<file path="src/sv/tlcd_pkg.sv">
// Shared types, command codes and constants of the TFT LCD bus controller.
package tlcd_pkg;

    // Bus command codes (low byte of a command word)
    localparam logic [7:0] CMD_COL_SET   = 8'h2A;
    localparam logic [7:0] CMD_ROW_SET   = 8'h2B;
    localparam logic [7:0] CMD_MEM_WRITE = 8'h2C;
    localparam logic [7:0] CMD_ACCESS    = 8'h36;

    // Pixel formats; any other code behaves as serial8
    localparam logic [2:0] FMT_PACKED16 = 3'd0;
    localparam logic [2:0] FMT_WHOLE16  = 3'd1;
    localparam logic [2:0] FMT_PACKED18 = 3'd2;
    localparam logic [2:0] FMT_WHOLE18  = 3'd3;

    // Rotation codes in quarter turns
    localparam logic [1:0] ROT_0   = 2'd0;
    localparam logic [1:0] ROT_90  = 2'd1;
    localparam logic [1:0] ROT_180 = 2'd2;
    localparam logic [1:0] ROT_270 = 2'd3;

    // Configuration register indexes
    localparam logic [1:0] CFG_PIXEL_FORMAT = 2'd0;
    localparam logic [1:0] CFG_ROTATION     = 2'd1;
    localparam logic [1:0] CFG_PANEL_WIDTH  = 2'd2;
    localparam logic [1:0] CFG_PANEL_HEIGHT = 2'd3;

    // Color masks
    localparam logic [7:0] MASK_TOP5 = 8'hF8;
    localparam logic [7:0] MASK_TOP6 = 8'hFC;
    localparam logic [7:0] MASK_GMID = 8'h1C;

    localparam logic [10:0] RESET_WIDTH  = 11'd240;
    localparam logic [10:0] RESET_HEIGHT = 11'd320;

    localparam int QUEUE_DEPTH = 4;

    typedef struct packed {
        logic [2:0]  pixel_format;
        logic [1:0]  rotation;
        logic [10:0] panel_width;
        logic [10:0] panel_height;
    } tlcd_cfg_t;

    // One in-panel pixel, already mirrored, waiting for index calculation
    typedef struct packed {
        logic [10:0] x;
        logic [10:0] y;
        logic [7:0]  red;
        logic [7:0]  green;
        logic [7:0]  blue;
    } tlcd_pix_t;

    typedef struct packed {
        logic full;
        logic empty;
    } tlcd_qstat_t;

endpackage

</file>
<file path="src/sv/tlcd_front.sv">
// Front end: bus word decode, window and access registers, pixel unpack and pointer advance.
module tlcd_front (
    input  logic                   aclk,
    input  logic                   aresetn,
    input  tlcd_pkg::tlcd_cfg_t    cfg,
    input  logic                   s_valid,
    output logic                   s_ready,
    input  logic                   s_cmd,
    input  logic [17:0]            s_bus_data,
    input  tlcd_pkg::tlcd_qstat_t  qstat,
    output logic                   q_push,
    output tlcd_pkg::tlcd_pix_t    q_entry
);
    import tlcd_pkg::*;

    typedef enum logic [3:0] {
        PH_IDLE   = 4'd0,
        PH_COL_SH = 4'd1,
        PH_COL_SL = 4'd2,
        PH_COL_LH = 4'd3,
        PH_COL_LL = 4'd4,
        PH_ROW_SH = 4'd5,
        PH_ROW_SL = 4'd6,
        PH_ROW_LH = 4'd7,
        PH_ROW_LL = 4'd8,
        PH_PIX0   = 4'd9,
        PH_PIX1   = 4'd10,
        PH_PIX2   = 4'd11,
        PH_ACCESS = 4'd12
    } phase_t;

    phase_t      phase_reg, phase_next;
    logic [15:0] col_start_reg, col_start_next;
    logic [15:0] col_last_reg, col_last_next;
    logic [15:0] col_pos_reg, col_pos_next;
    logic [15:0] row_start_reg, row_start_next;
    logic [15:0] row_last_reg, row_last_next;
    logic [15:0] row_pos_reg, row_pos_next;
    logic [2:0]  access_reg, access_next;
    logic [7:0]  red_reg, red_next;
    logic [7:0]  green_reg, green_next;

    logic        accept;
    logic [7:0]  b;
    logic        emit;
    logic [7:0]  blue;
    logic [15:0] col_inc, row_inc, col_adv, row_adv;
    logic        col_wrap, row_wrap;
    logic        in_panel;
    logic [10:0] x_mir, y_mir;

    assign s_ready = !qstat.full;
    assign accept  = s_valid && s_ready;
    assign b       = s_bus_data[7:0];

    assign col_inc  = col_pos_reg + 16'd1;
    assign row_inc  = row_pos_reg + 16'd1;
    assign col_wrap = col_inc > col_last_reg;
    assign row_wrap = row_inc > row_last_reg;
    assign col_adv  = col_wrap ? col_start_reg : col_inc;
    assign row_adv  = row_wrap ? row_start_reg : row_inc;

    assign in_panel = ({5'b0, cfg.panel_width} > col_pos_reg)
                   && ({5'b0, cfg.panel_height} > row_pos_reg);
    assign x_mir = access_reg[1] ? cfg.panel_width - 11'd1 - col_pos_reg[10:0]
                                 : col_pos_reg[10:0];
    assign y_mir = access_reg[2] ? cfg.panel_height - 11'd1 - row_pos_reg[10:0]
                                 : row_pos_reg[10:0];

    always_comb begin
        phase_next     = phase_reg;
        col_start_next = col_start_reg;
        col_last_next  = col_last_reg;
        col_pos_next   = col_pos_reg;
        row_start_next = row_start_reg;
        row_last_next  = row_last_reg;
        row_pos_next   = row_pos_reg;
        access_next    = access_reg;
        red_next       = red_reg;
        green_next     = green_reg;
        emit           = 1'b0;
        blue           = '0;

        if (accept) begin
            if (s_cmd) begin
                case (b)
                    CMD_COL_SET: phase_next = PH_COL_SH;
                    CMD_ROW_SET: phase_next = PH_ROW_SH;
                    CMD_ACCESS:  phase_next = PH_ACCESS;
                    CMD_MEM_WRITE: begin
                        phase_next   = PH_PIX0;
                        col_pos_next = col_start_reg;
                        row_pos_next = row_start_reg;
                    end
                    default: phase_next = PH_IDLE;
                endcase
            end else begin
                case (phase_reg)
                    PH_COL_SH: begin
                        col_start_next = {b, col_start_reg[7:0]};
                        phase_next     = PH_COL_SL;
                    end
                    PH_COL_SL: begin
                        col_start_next = {col_start_reg[15:8], b};
                        phase_next     = PH_COL_LH;
                    end
                    PH_COL_LH: begin
                        col_last_next = {b, col_last_reg[7:0]};
                        phase_next    = PH_COL_LL;
                    end
                    PH_COL_LL: begin
                        col_last_next = {col_last_reg[15:8], b};
                        phase_next    = PH_IDLE;
                    end
                    PH_ROW_SH: begin
                        row_start_next = {b, row_start_reg[7:0]};
                        phase_next     = PH_ROW_SL;
                    end
                    PH_ROW_SL: begin
                        row_start_next = {row_start_reg[15:8], b};
                        phase_next     = PH_ROW_LH;
                    end
                    PH_ROW_LH: begin
                        row_last_next = {b, row_last_reg[7:0]};
                        phase_next    = PH_ROW_LL;
                    end
                    PH_ROW_LL: begin
                        row_last_next = {row_last_reg[15:8], b};
                        phase_next    = PH_IDLE;
                    end
                    PH_ACCESS: begin
                        access_next = b[7:5];
                        phase_next  = PH_IDLE;
                    end
                    PH_PIX0: begin
                        case (cfg.pixel_format)
                            FMT_PACKED16: begin
                                red_next   = b & MASK_TOP5;
                                green_next = {s_bus_data[2:0], 5'b0};
                                phase_next = PH_PIX1;
                            end
                            FMT_WHOLE16: begin
                                red_next   = {s_bus_data[16:12], 3'b0};
                                green_next = {s_bus_data[10:5], 2'b0};
                                blue       = {s_bus_data[4:0], 3'b0};
                                emit       = 1'b1;
                            end
                            FMT_PACKED18: begin
                                red_next   = {s_bus_data[8:3], 2'b0};
                                green_next = {s_bus_data[2:0], 5'b0};
                                phase_next = PH_PIX1;
                            end
                            FMT_WHOLE18: begin
                                red_next   = {s_bus_data[17:12], 2'b0};
                                green_next = {s_bus_data[11:6], 2'b0};
                                blue       = {s_bus_data[5:0], 2'b0};
                                emit       = 1'b1;
                            end
                            default: begin
                                red_next   = b & MASK_TOP5;
                                phase_next = PH_PIX1;
                            end
                        endcase
                    end
                    PH_PIX1: begin
                        case (cfg.pixel_format)
                            FMT_PACKED16: begin
                                green_next = green_reg | ({3'b0, s_bus_data[7:3]} & MASK_GMID);
                                blue       = {s_bus_data[4:0], 3'b0};
                                emit       = 1'b1;
                            end
                            FMT_PACKED18: begin
                                green_next = green_reg | ({4'b0, s_bus_data[7:4]} & MASK_GMID)
                                           | {3'b0, s_bus_data[8], 4'b0};
                                blue       = {s_bus_data[5:0], 2'b0};
                                emit       = 1'b1;
                            end
                            default: begin
                                green_next = b & MASK_TOP5;
                                phase_next = PH_PIX2;
                            end
                        endcase
                    end
                    PH_PIX2: begin
                        blue = b & MASK_TOP6;
                        emit = 1'b1;
                    end
                    default: phase_next = PH_IDLE;
                endcase
            end
        end

        // Step the window pointer; MV moves the row first
        if (emit) begin
            phase_next = PH_PIX0;
            if (access_reg[0]) begin
                row_pos_next = row_adv;
                if (row_wrap) begin
                    col_pos_next = col_adv;
                end
            end else begin
                col_pos_next = col_adv;
                if (col_wrap) begin
                    row_pos_next = row_adv;
                end
            end
        end
    end

    assign q_push        = emit && in_panel;
    assign q_entry.x     = x_mir;
    assign q_entry.y     = y_mir;
    assign q_entry.red   = red_next;
    assign q_entry.green = green_next;
    assign q_entry.blue  = blue;

    always_ff @(posedge aclk) begin
        if (!aresetn) begin
            phase_reg     <= PH_IDLE;
            col_start_reg <= '0;
            col_last_reg  <= {5'b0, RESET_WIDTH} - 16'd1;
            col_pos_reg   <= '0;
            row_start_reg <= '0;
            row_last_reg  <= {5'b0, RESET_HEIGHT} - 16'd1;
            row_pos_reg   <= '0;
            access_reg    <= '0;
            red_reg       <= '0;
            green_reg     <= '0;
        end else begin
            phase_reg     <= phase_next;
            col_start_reg <= col_start_next;
            col_last_reg  <= col_last_next;
            col_pos_reg   <= col_pos_next;
            row_start_reg <= row_start_next;
            row_last_reg  <= row_last_next;
            row_pos_reg   <= row_pos_next;
            access_reg    <= access_next;
            red_reg       <= red_next;
            green_reg     <= green_next;
        end
    end

endmodule

</file>
<file path="src/sv/tlcd_queue.sv">
// Short pixel queue between the decode front end and the index back end.
module tlcd_queue #(
    parameter int DEPTH = tlcd_pkg::QUEUE_DEPTH
) (
    input  logic                   aclk,
    input  logic                   aresetn,
    input  logic                   push,
    input  tlcd_pkg::tlcd_pix_t    push_entry,
    input  logic                   pop,
    output tlcd_pkg::tlcd_pix_t    head,
    output tlcd_pkg::tlcd_qstat_t  qstat
);
    import tlcd_pkg::*;

    localparam int PTR_W = $clog2(DEPTH);
    localparam int CNT_W = $clog2(DEPTH + 1);

    tlcd_pix_t          store_reg [DEPTH];
    logic [PTR_W-1:0]   wr_ptr_reg, wr_ptr_next;
    logic [PTR_W-1:0]   rd_ptr_reg, rd_ptr_next;
    logic [CNT_W-1:0]   count_reg, count_next;
    logic               do_push, do_pop;

    assign qstat.full  = count_reg == CNT_W'(DEPTH);
    assign qstat.empty = count_reg == '0;
    assign do_push     = push && !qstat.full;
    assign do_pop      = pop && !qstat.empty;
    assign head        = store_reg[rd_ptr_reg];

    always_comb begin
        wr_ptr_next = wr_ptr_reg;
        rd_ptr_next = rd_ptr_reg;
        count_next  = count_reg;
        if (do_push) begin
            wr_ptr_next = (wr_ptr_reg == PTR_W'(DEPTH - 1)) ? '0 : wr_ptr_reg + PTR_W'(1);
        end
        if (do_pop) begin
            rd_ptr_next = (rd_ptr_reg == PTR_W'(DEPTH - 1)) ? '0 : rd_ptr_reg + PTR_W'(1);
        end
        if (do_push && !do_pop) begin
            count_next = count_reg + CNT_W'(1);
        end else if (do_pop && !do_push) begin
            count_next = count_reg - CNT_W'(1);
        end
    end

    always_ff @(posedge aclk) begin
        if (do_push) begin
            store_reg[wr_ptr_reg] <= push_entry;
        end
    end

    always_ff @(posedge aclk) begin
        if (!aresetn) begin
            wr_ptr_reg <= '0;
            rd_ptr_reg <= '0;
            count_reg  <= '0;
        end else begin
            wr_ptr_reg <= wr_ptr_next;
            rd_ptr_reg <= rd_ptr_next;
            count_reg  <= count_next;
        end
    end

endmodule

</file>
<file path="src/sv/tlcd_back.sv">
// Back end: rotation, frame-store index multiply and output register.
module tlcd_back (
    input  logic                   aclk,
    input  logic                   aresetn,
    input  tlcd_pkg::tlcd_cfg_t    cfg,
    input  tlcd_pkg::tlcd_qstat_t  qstat,
    input  tlcd_pkg::tlcd_pix_t    head,
    output logic                   pop,
    output logic                   m_valid,
    input  logic                   m_ready,
    output logic [19:0]            m_pixel_index,
    output logic [7:0]             m_red,
    output logic [7:0]             m_green,
    output logic [7:0]             m_blue
);
    import tlcd_pkg::*;

    // Stage 1: index = mul_a * mul_b + addend
    logic        s1_valid_reg;
    logic [10:0] mul_a_reg, mul_b_reg, addend_reg;
    logic [7:0]  s1_red_reg, s1_green_reg, s1_blue_reg;
    logic [10:0] mul_a_next, mul_b_next, addend_next;

    logic        m_valid_reg;
    logic [19:0] index_reg;
    logic [7:0]  red_reg, green_reg, blue_reg;

    logic        out_free, s1_free;
    logic [10:0] w, h;
    logic [21:0] product;
    logic [22:0] sum;

    assign w        = cfg.panel_width;
    assign h        = cfg.panel_height;
    assign out_free = !m_valid_reg || m_ready;
    assign s1_free  = !s1_valid_reg || out_free;
    assign pop      = s1_free && !qstat.empty;

    always_comb begin
        case (cfg.rotation)
            ROT_0: begin
                mul_a_next  = w;
                mul_b_next  = h - 11'd1 - head.y;
                addend_next = head.x;
            end
            ROT_90: begin
                mul_a_next  = h;
                mul_b_next  = head.x;
                addend_next = head.y;
            end
            ROT_180: begin
                mul_a_next  = w;
                mul_b_next  = head.y;
                addend_next = w - 11'd1 - head.x;
            end
            ROT_270: begin
                mul_a_next  = h;
                mul_b_next  = w - 11'd1 - head.x;
                addend_next = h - 11'd1 - head.y;
            end
            default: begin
                mul_a_next  = w;
                mul_b_next  = head.y;
                addend_next = head.x;
            end
        endcase
    end

    assign product = {11'b0, mul_a_reg} * {11'b0, mul_b_reg};
    assign sum     = {1'b0, product} + {12'b0, addend_reg};

    always_ff @(posedge aclk) begin
        if (!aresetn) begin
            s1_valid_reg <= 1'b0;
            m_valid_reg  <= 1'b0;
        end else begin
            if (s1_free) begin
                s1_valid_reg <= !qstat.empty;
            end
            if (out_free) begin
                m_valid_reg <= s1_valid_reg;
            end
        end
    end

    always_ff @(posedge aclk) begin
        if (pop) begin
            mul_a_reg    <= mul_a_next;
            mul_b_reg    <= mul_b_next;
            addend_reg   <= addend_next;
            s1_red_reg   <= head.red;
            s1_green_reg <= head.green;
            s1_blue_reg  <= head.blue;
        end
        if (s1_valid_reg && out_free) begin
            index_reg <= sum[19:0];
            red_reg   <= s1_red_reg;
            green_reg <= s1_green_reg;
            blue_reg  <= s1_blue_reg;
        end
    end

    assign m_valid       = m_valid_reg;
    assign m_pixel_index = index_reg;
    assign m_red         = red_reg;
    assign m_green       = green_reg;
    assign m_blue        = blue_reg;

endmodule

</file>
<file path="src/sv/tft_lcd_bus_controller_core.sv">
// Top level of the TFT LCD bus controller: configuration registers, front end, queue, back end.
//
//   channel   direction  handshake           payload
//   s_        in         s_valid / s_ready   s_cmd, s_bus_data
//   m_        out        m_valid / m_ready   m_pixel_index, m_red, m_green, m_blue
//   cfg_      in         cfg_valid/cfg_ready cfg_index, cfg_data
//
// One bus word is taken per cycle while s_ready is high; a pixel result passes through the queue
// write, the index multiply stage and the output register before it shows on m_.
// Reset: format packed16, rotation 0, panel 240x320, window covers the panel, queue empty.
// A stalled m_ fills the output register, the multiply stage and the QUEUE_DEPTH-entry queue,
// after which s_ready drops. cfg_ready is always high.
module tft_lcd_bus_controller_core #(
    parameter int QUEUE_DEPTH = tlcd_pkg::QUEUE_DEPTH
) (
    input  logic        aclk,
    input  logic        aresetn,
    input  logic        s_valid,
    output logic        s_ready,
    input  logic        s_cmd,
    input  logic [17:0] s_bus_data,
    output logic        m_valid,
    input  logic        m_ready,
    output logic [19:0] m_pixel_index,
    output logic [7:0]  m_red,
    output logic [7:0]  m_green,
    output logic [7:0]  m_blue,
    input  logic        cfg_valid,
    output logic        cfg_ready,
    input  logic [1:0]  cfg_index,
    input  logic [10:0] cfg_data
);
    import tlcd_pkg::*;

    logic [2:0]  pixel_format_reg;
    logic [1:0]  rotation_reg;
    logic [10:0] panel_width_reg;
    logic [10:0] panel_height_reg;

    tlcd_cfg_t   cfg;
    tlcd_qstat_t qstat;
    tlcd_pix_t   push_entry, head;
    logic        q_push, q_pop;

    assign cfg_ready        = 1'b1;
    assign cfg.pixel_format = pixel_format_reg;
    assign cfg.rotation     = rotation_reg;
    assign cfg.panel_width  = panel_width_reg;
    assign cfg.panel_height = panel_height_reg;

    always_ff @(posedge aclk) begin
        if (!aresetn) begin
            pixel_format_reg <= FMT_PACKED16;
            rotation_reg     <= ROT_0;
            panel_width_reg  <= RESET_WIDTH;
            panel_height_reg <= RESET_HEIGHT;
        end else if (cfg_valid && cfg_ready) begin
            case (cfg_index)
                CFG_PIXEL_FORMAT: pixel_format_reg <= cfg_data[2:0];
                CFG_ROTATION:     rotation_reg     <= cfg_data[1:0];
                CFG_PANEL_WIDTH:  panel_width_reg  <= cfg_data;
                CFG_PANEL_HEIGHT: panel_height_reg <= cfg_data;
                default: ;
            endcase
        end
    end

    tlcd_front u_front (
        .aclk       (aclk),
        .aresetn    (aresetn),
        .cfg        (cfg),
        .s_valid    (s_valid),
        .s_ready    (s_ready),
        .s_cmd      (s_cmd),
        .s_bus_data (s_bus_data),
        .qstat      (qstat),
        .q_push     (q_push),
        .q_entry    (push_entry)
    );

    tlcd_queue #(
        .DEPTH (QUEUE_DEPTH)
    ) u_queue (
        .aclk       (aclk),
        .aresetn    (aresetn),
        .push       (q_push),
        .push_entry (push_entry),
        .pop        (q_pop),
        .head       (head),
        .qstat      (qstat)
    );

    tlcd_back u_back (
        .aclk          (aclk),
        .aresetn       (aresetn),
        .cfg           (cfg),
        .qstat         (qstat),
        .head          (head),
        .pop           (q_pop),
        .m_valid       (m_valid),
        .m_ready       (m_ready),
        .m_pixel_index (m_pixel_index),
        .m_red         (m_red),
        .m_green       (m_green),
        .m_blue        (m_blue)
    );

    a_no_push_when_full: assert property (@(posedge aclk) disable iff (!aresetn)
        qstat.full |-> !q_push)
        else $error("pixel pushed into a full queue");

    a_cmd_no_pixel: assert property (@(posedge aclk) disable iff (!aresetn)
        (s_valid && s_ready && s_cmd) |-> !q_push)
        else $error("command word produced a pixel");

    a_no_pop_when_empty: assert property (@(posedge aclk) disable iff (!aresetn)
        qstat.empty |-> !q_pop)
        else $error("pop from an empty queue");

    a_reset_clears_out: assert property (@(posedge aclk)
        !aresetn |=> !m_valid)
        else $error("result valid right after reset");

endmodule
</file>
<file path="config.mk">
export PLATFORM = sky130hd
export DESIGN_NAME = tft_lcd_bus_controller_core
export DESIGN_NICKNAME = d
export VERILOG_FILES = /design/src/sv/tlcd_pkg.sv /design/src/sv/tlcd_front.sv /design/src/sv/tlcd_queue.sv /design/src/sv/tlcd_back.sv /design/src/sv/tft_lcd_bus_controller_core.sv
export SDC_FILE = /design/constraint.sdc
export NUM_CORES = 1
export LEC_CHECK = 0
export BUFFER_PORTS_ARGS = -buffer_cell sky130_fd_sc_hd__buf_4
export CORE_MARGIN = 2
export CORE_UTILIZATION = 40
export CTS_CLUSTER_SIZE = 25
export DETAILED_ROUTE_END_ITERATION = 12
export SETUP_SLACK_MARGIN = 0.15
export SYNTH_ARGS = -nofsm -noshare
export SYNTH_HDL_FRONTEND = slang
export SYNTH_SLANG_ARGS = --single-unit
</file>
<file path="constraint.sdc">
create_clock -name aclk -period 7.03 [get_ports aclk]
set_input_delay 0.3515 -clock aclk [delete_from_list [all_inputs] [get_ports aclk]]
set_output_delay 0.3515 -clock aclk [all_outputs]
set_load 0.05 [all_outputs]
</file>
==> key figures <==
Floorplan
  – Total core area: roughly 63,000 um2
  – Die area: 65,000 um2
  – Starting Density: about two fifths
  – Ports: 84
  – Die Span X: between 200 and 300 um
  – # rows: 92
  – Die height: approximately 260 um

Routing
  – DR vias: approximately 18,000
  – Pre-antenna DRT Iters: 5
  – Routed len/inst: a little under 20 um
  – DR WL met2: slightly below 30,000 um
  – DRC viols: 0
  – Met1 WL: between 20,000 and 30,000 um
  – WL final: 64,200 um
  – Detailed-route vias per instance: 5.39
  – Met3 WL post-DR: approximately 3300 um
  – Highest Signal Layer: met4
  – Antenna viol nets, final: 0
  – DR iter-0 viols: between 1,000 and 1,500

Clock tree
  – CTS tree: built
  – TritonCTS buffer count: 49
  – Clock Latency Late Sink: approximately 0.6 ns
  – H-tree levels: 2
  – Clock transition at path regs: about 0.060 ns
  – Post-CTS resize count: 0
  – Maximum clock path buffer count: 3
  – CTS Root Buffer Type: clkbuf_16
  – Sinks on the clock net: 430

Critical path
  – R2R depth: 15
  – Crit. End Element: register
  – Worst setup path start: u_back.mul_a_reg[5]
  – Reg2Reg Setup Slack: between 1.5 and 2 ns
  – Reg2reg start: u_back.mul_a_reg[5]
  – Worst flop-to-flop path endpoint: u_back.m_pixel_index[19]
  – Worst Path Max Fanout: 11
  – Kind of critical path: register to register
  – Worst EP arrival: ~5.6 ns
  – Req. time, crit path: around 7.4 ns
  – Startpoint types: register

Layout
  – P&R area growth vs syn: 12.1%
  – Sequential Area: ~11,000 um2
  – Ratio of cells with drive above 1 in the final layout: ~12%
  – Largest register FFs: 176
  – Area of the multi-input gates: approximately 13,000 um2
  – Ant diodes: 0
  – Nets@finish: 2,690
  – Fillcell total: 5,799

GRT
  – GRT overflow: 0
  – Vias in the first global route: about 18,000
  – Initial antenna violation count: 1
  – First-pass GRT wire length: ~100,000 um
  – Largest net degree at the start of global routing: a little under 70
  – Gr usage total: approximately a fifth

Outcome
  – Outcome: finished clean

Synthesis
  – Synth warn: 0
  – Synth unique cells: 72
  – Mapped cell area: 25,200 um2
  – Synth Instances: about 2,400
  – Syn_area_per_cell: approximately 11 um2
  – Fraction of registers with async set/reset: 0%
  – Synth area leaders: edfxtp_1 33%, dfxtp_1 12%, ha_1 7.7%, fa_1 7.5%, mux4_2 4.7%
  – Dominant synthesized flop cell: edfxtp_1
  – Seq cells post-synth: 430
  – Yosys top cell area share: between 30 and 40%
  – Number of enable flip-flop cells after synthesis: 273
  – Area leader, netlist: edfxtp_1
  – Sequential share of the synthesized area: roughly 45%

STA
  – Hold Fails Final Rpt: 0
  – RSZ-0062 raised after global routing: no
  – Setup violators final: 0
  – Max_slew headroom: approximately 18%
  – Fin crit period: ~5.2 ns
  – Worst-margin pin slew: around 1.2 ns
  – Max Slew Vio Count: 0
  – Fmax: 191 MHz
  – Final Skew: ~0.025 ns
  – Period utilization: around 74%
  – Final setup TNS: 0 ns

Hold path
  – Worst min path class: primary input to register
  – Worst Hold Path EP: panel_width_reg[4]
  – Hold depth: 3
  – Hold path start: cfg_data[4]

Placed design
  – Port Buf Inserts: 80
  – Dpl hpwl: approximately 47,000 um
  – Placer Congestion: just under 0.9

Flow run
  – Max Cap Violations: 0
cell usage in the layout, fill, tap and decap left out, types with 14 or more instances in the layout:
cell type  instances
o21a_1            22
nand3_1           63
fa_1              95
o21ai_0           65
dfxtp_1          153
a211oi_1          22
nor2b_1           18
a21oi_1          146
mux2i_1           51
mux2_2            20
nor2_1           158
o211ai_1          17
ha_1             155
a21o_1            14
nor3_1            52
nand2b_1          16
xnor2_1           69
xor2_1            23
clkbuf_16         50
inv_1            229
edfxtp_1         273
buf_4             98
nand2_1          251
o31ai_1           16
mux4_2            53
nand4_1           18
o22ai_1           17
and2_1            68
Yosys cell counts (all sizes together), types with 12 or more instances:
master    n
a31oi    13
a21o     14
clkbuf   92
o21a     22
xnor2    69
inv     230
ha      155
o31ai    16
o211ai   17
o21ai    66
buf      20
mux2i    51
nor2    158
xor2     23
fa       95
mux2     20
a211oi   22
nor4     15
o22ai    17
mux4     53
a21oi   147
nor2b    19
nand2   251
nand4    18
and2     72
o221a    13
and3     12
nand3    63
nand2b   16
edfxtp  273
dfxtp   157
nor3     52
stage by stage:
stage	setup slack, ns	hold slack [ns]	instances	utilization [%]	area [um2]
after floorplan	1.99	0.400	2362	-	25200
after global placement	1.91	0.406	3194	42.4	26600
after detailed placement	1.79	0.405	3194	42.4	26600
after CTS	1.78	0.00171	3290	45.0	28300
after global routing	1.58	0.0310	3290	45.0	28300
final	1.80	0.0398	3290	45.0	28300
layout make-up:
cell class              count  share of cell area (%)
well taps                 846                    3.75
clock buffers              64                    4.80
multi-input cells        1590                    44.5
flip-flops and latches    430                    40.1
inverters                 230                    3.06
clock inverters            28                   0.956
repair buffers            102                    2.75
what timing repair did:
action / in CTS / in global routing
endpoints found under the hold margin: 4 / 0
setup buffers: 0 / 0
hold buffers: 4 / 0
kinds of logic (layout without fill, tap and decap cells):
kind of cell             Yosys count  after routing  synth area share [%]
buffers and inverters            342            424                  5.20
adder cells (fa/ha/maj)          250            250                  15.2
other                              2              3                0.0298
AND/OR/NAND/NOR                  719            719                  13.5
XOR/XNOR                          92             92                  3.20
AO/OA/AOI/OAI                    402            402                  10.2
multiplexers                     124            124                  7.65
flip-flops                       430            430                  45.0
layer usage:
layer	vias to the layer above	GRT usage (%)
met1	8780	28.2
met5	-	0
met4	0	5.83
met2	440	32.4
li1	8430	-
met3	77	2.85
worst max-delay path: stages (launching register included):
cell and delay [ns]:
edfxtp_1 0.59, nand2_1 0.14, fa_1 0.53, fa_1 0.40, inv_1 0.07, fa_1 0.44
fa_1 0.58, fa_1 0.42, ha_1 0.32, or2_2 0.30, a21oi_1 0.20, a211oi_1 0.10
nor4bb_1 0.35, o31ai_1 0.13, a211oi_1 0.29, xnor2_1 0.10
how the worst max path moves through the flow:
stage | end | slack (ns) | cells after the start
after detailed placement | u_back.m_pixel_index[19] | 1.79 | 15
final | u_back.m_pixel_index[19] | 1.80 | 15
after CTS | u_back.m_pixel_index[19] | 1.78 | 15
after global routing | u_back.m_pixel_index[19] | 1.58 | 15
after floorplan | u_queue.count_reg[2] | 1.99 | 9
after global placement | u_back.m_pixel_index[19] | 1.91 | 15
Power is left out: the tool's default activity adds up to more than one toggle a clock period on the data nets, which glitch-free logic cannot reach.
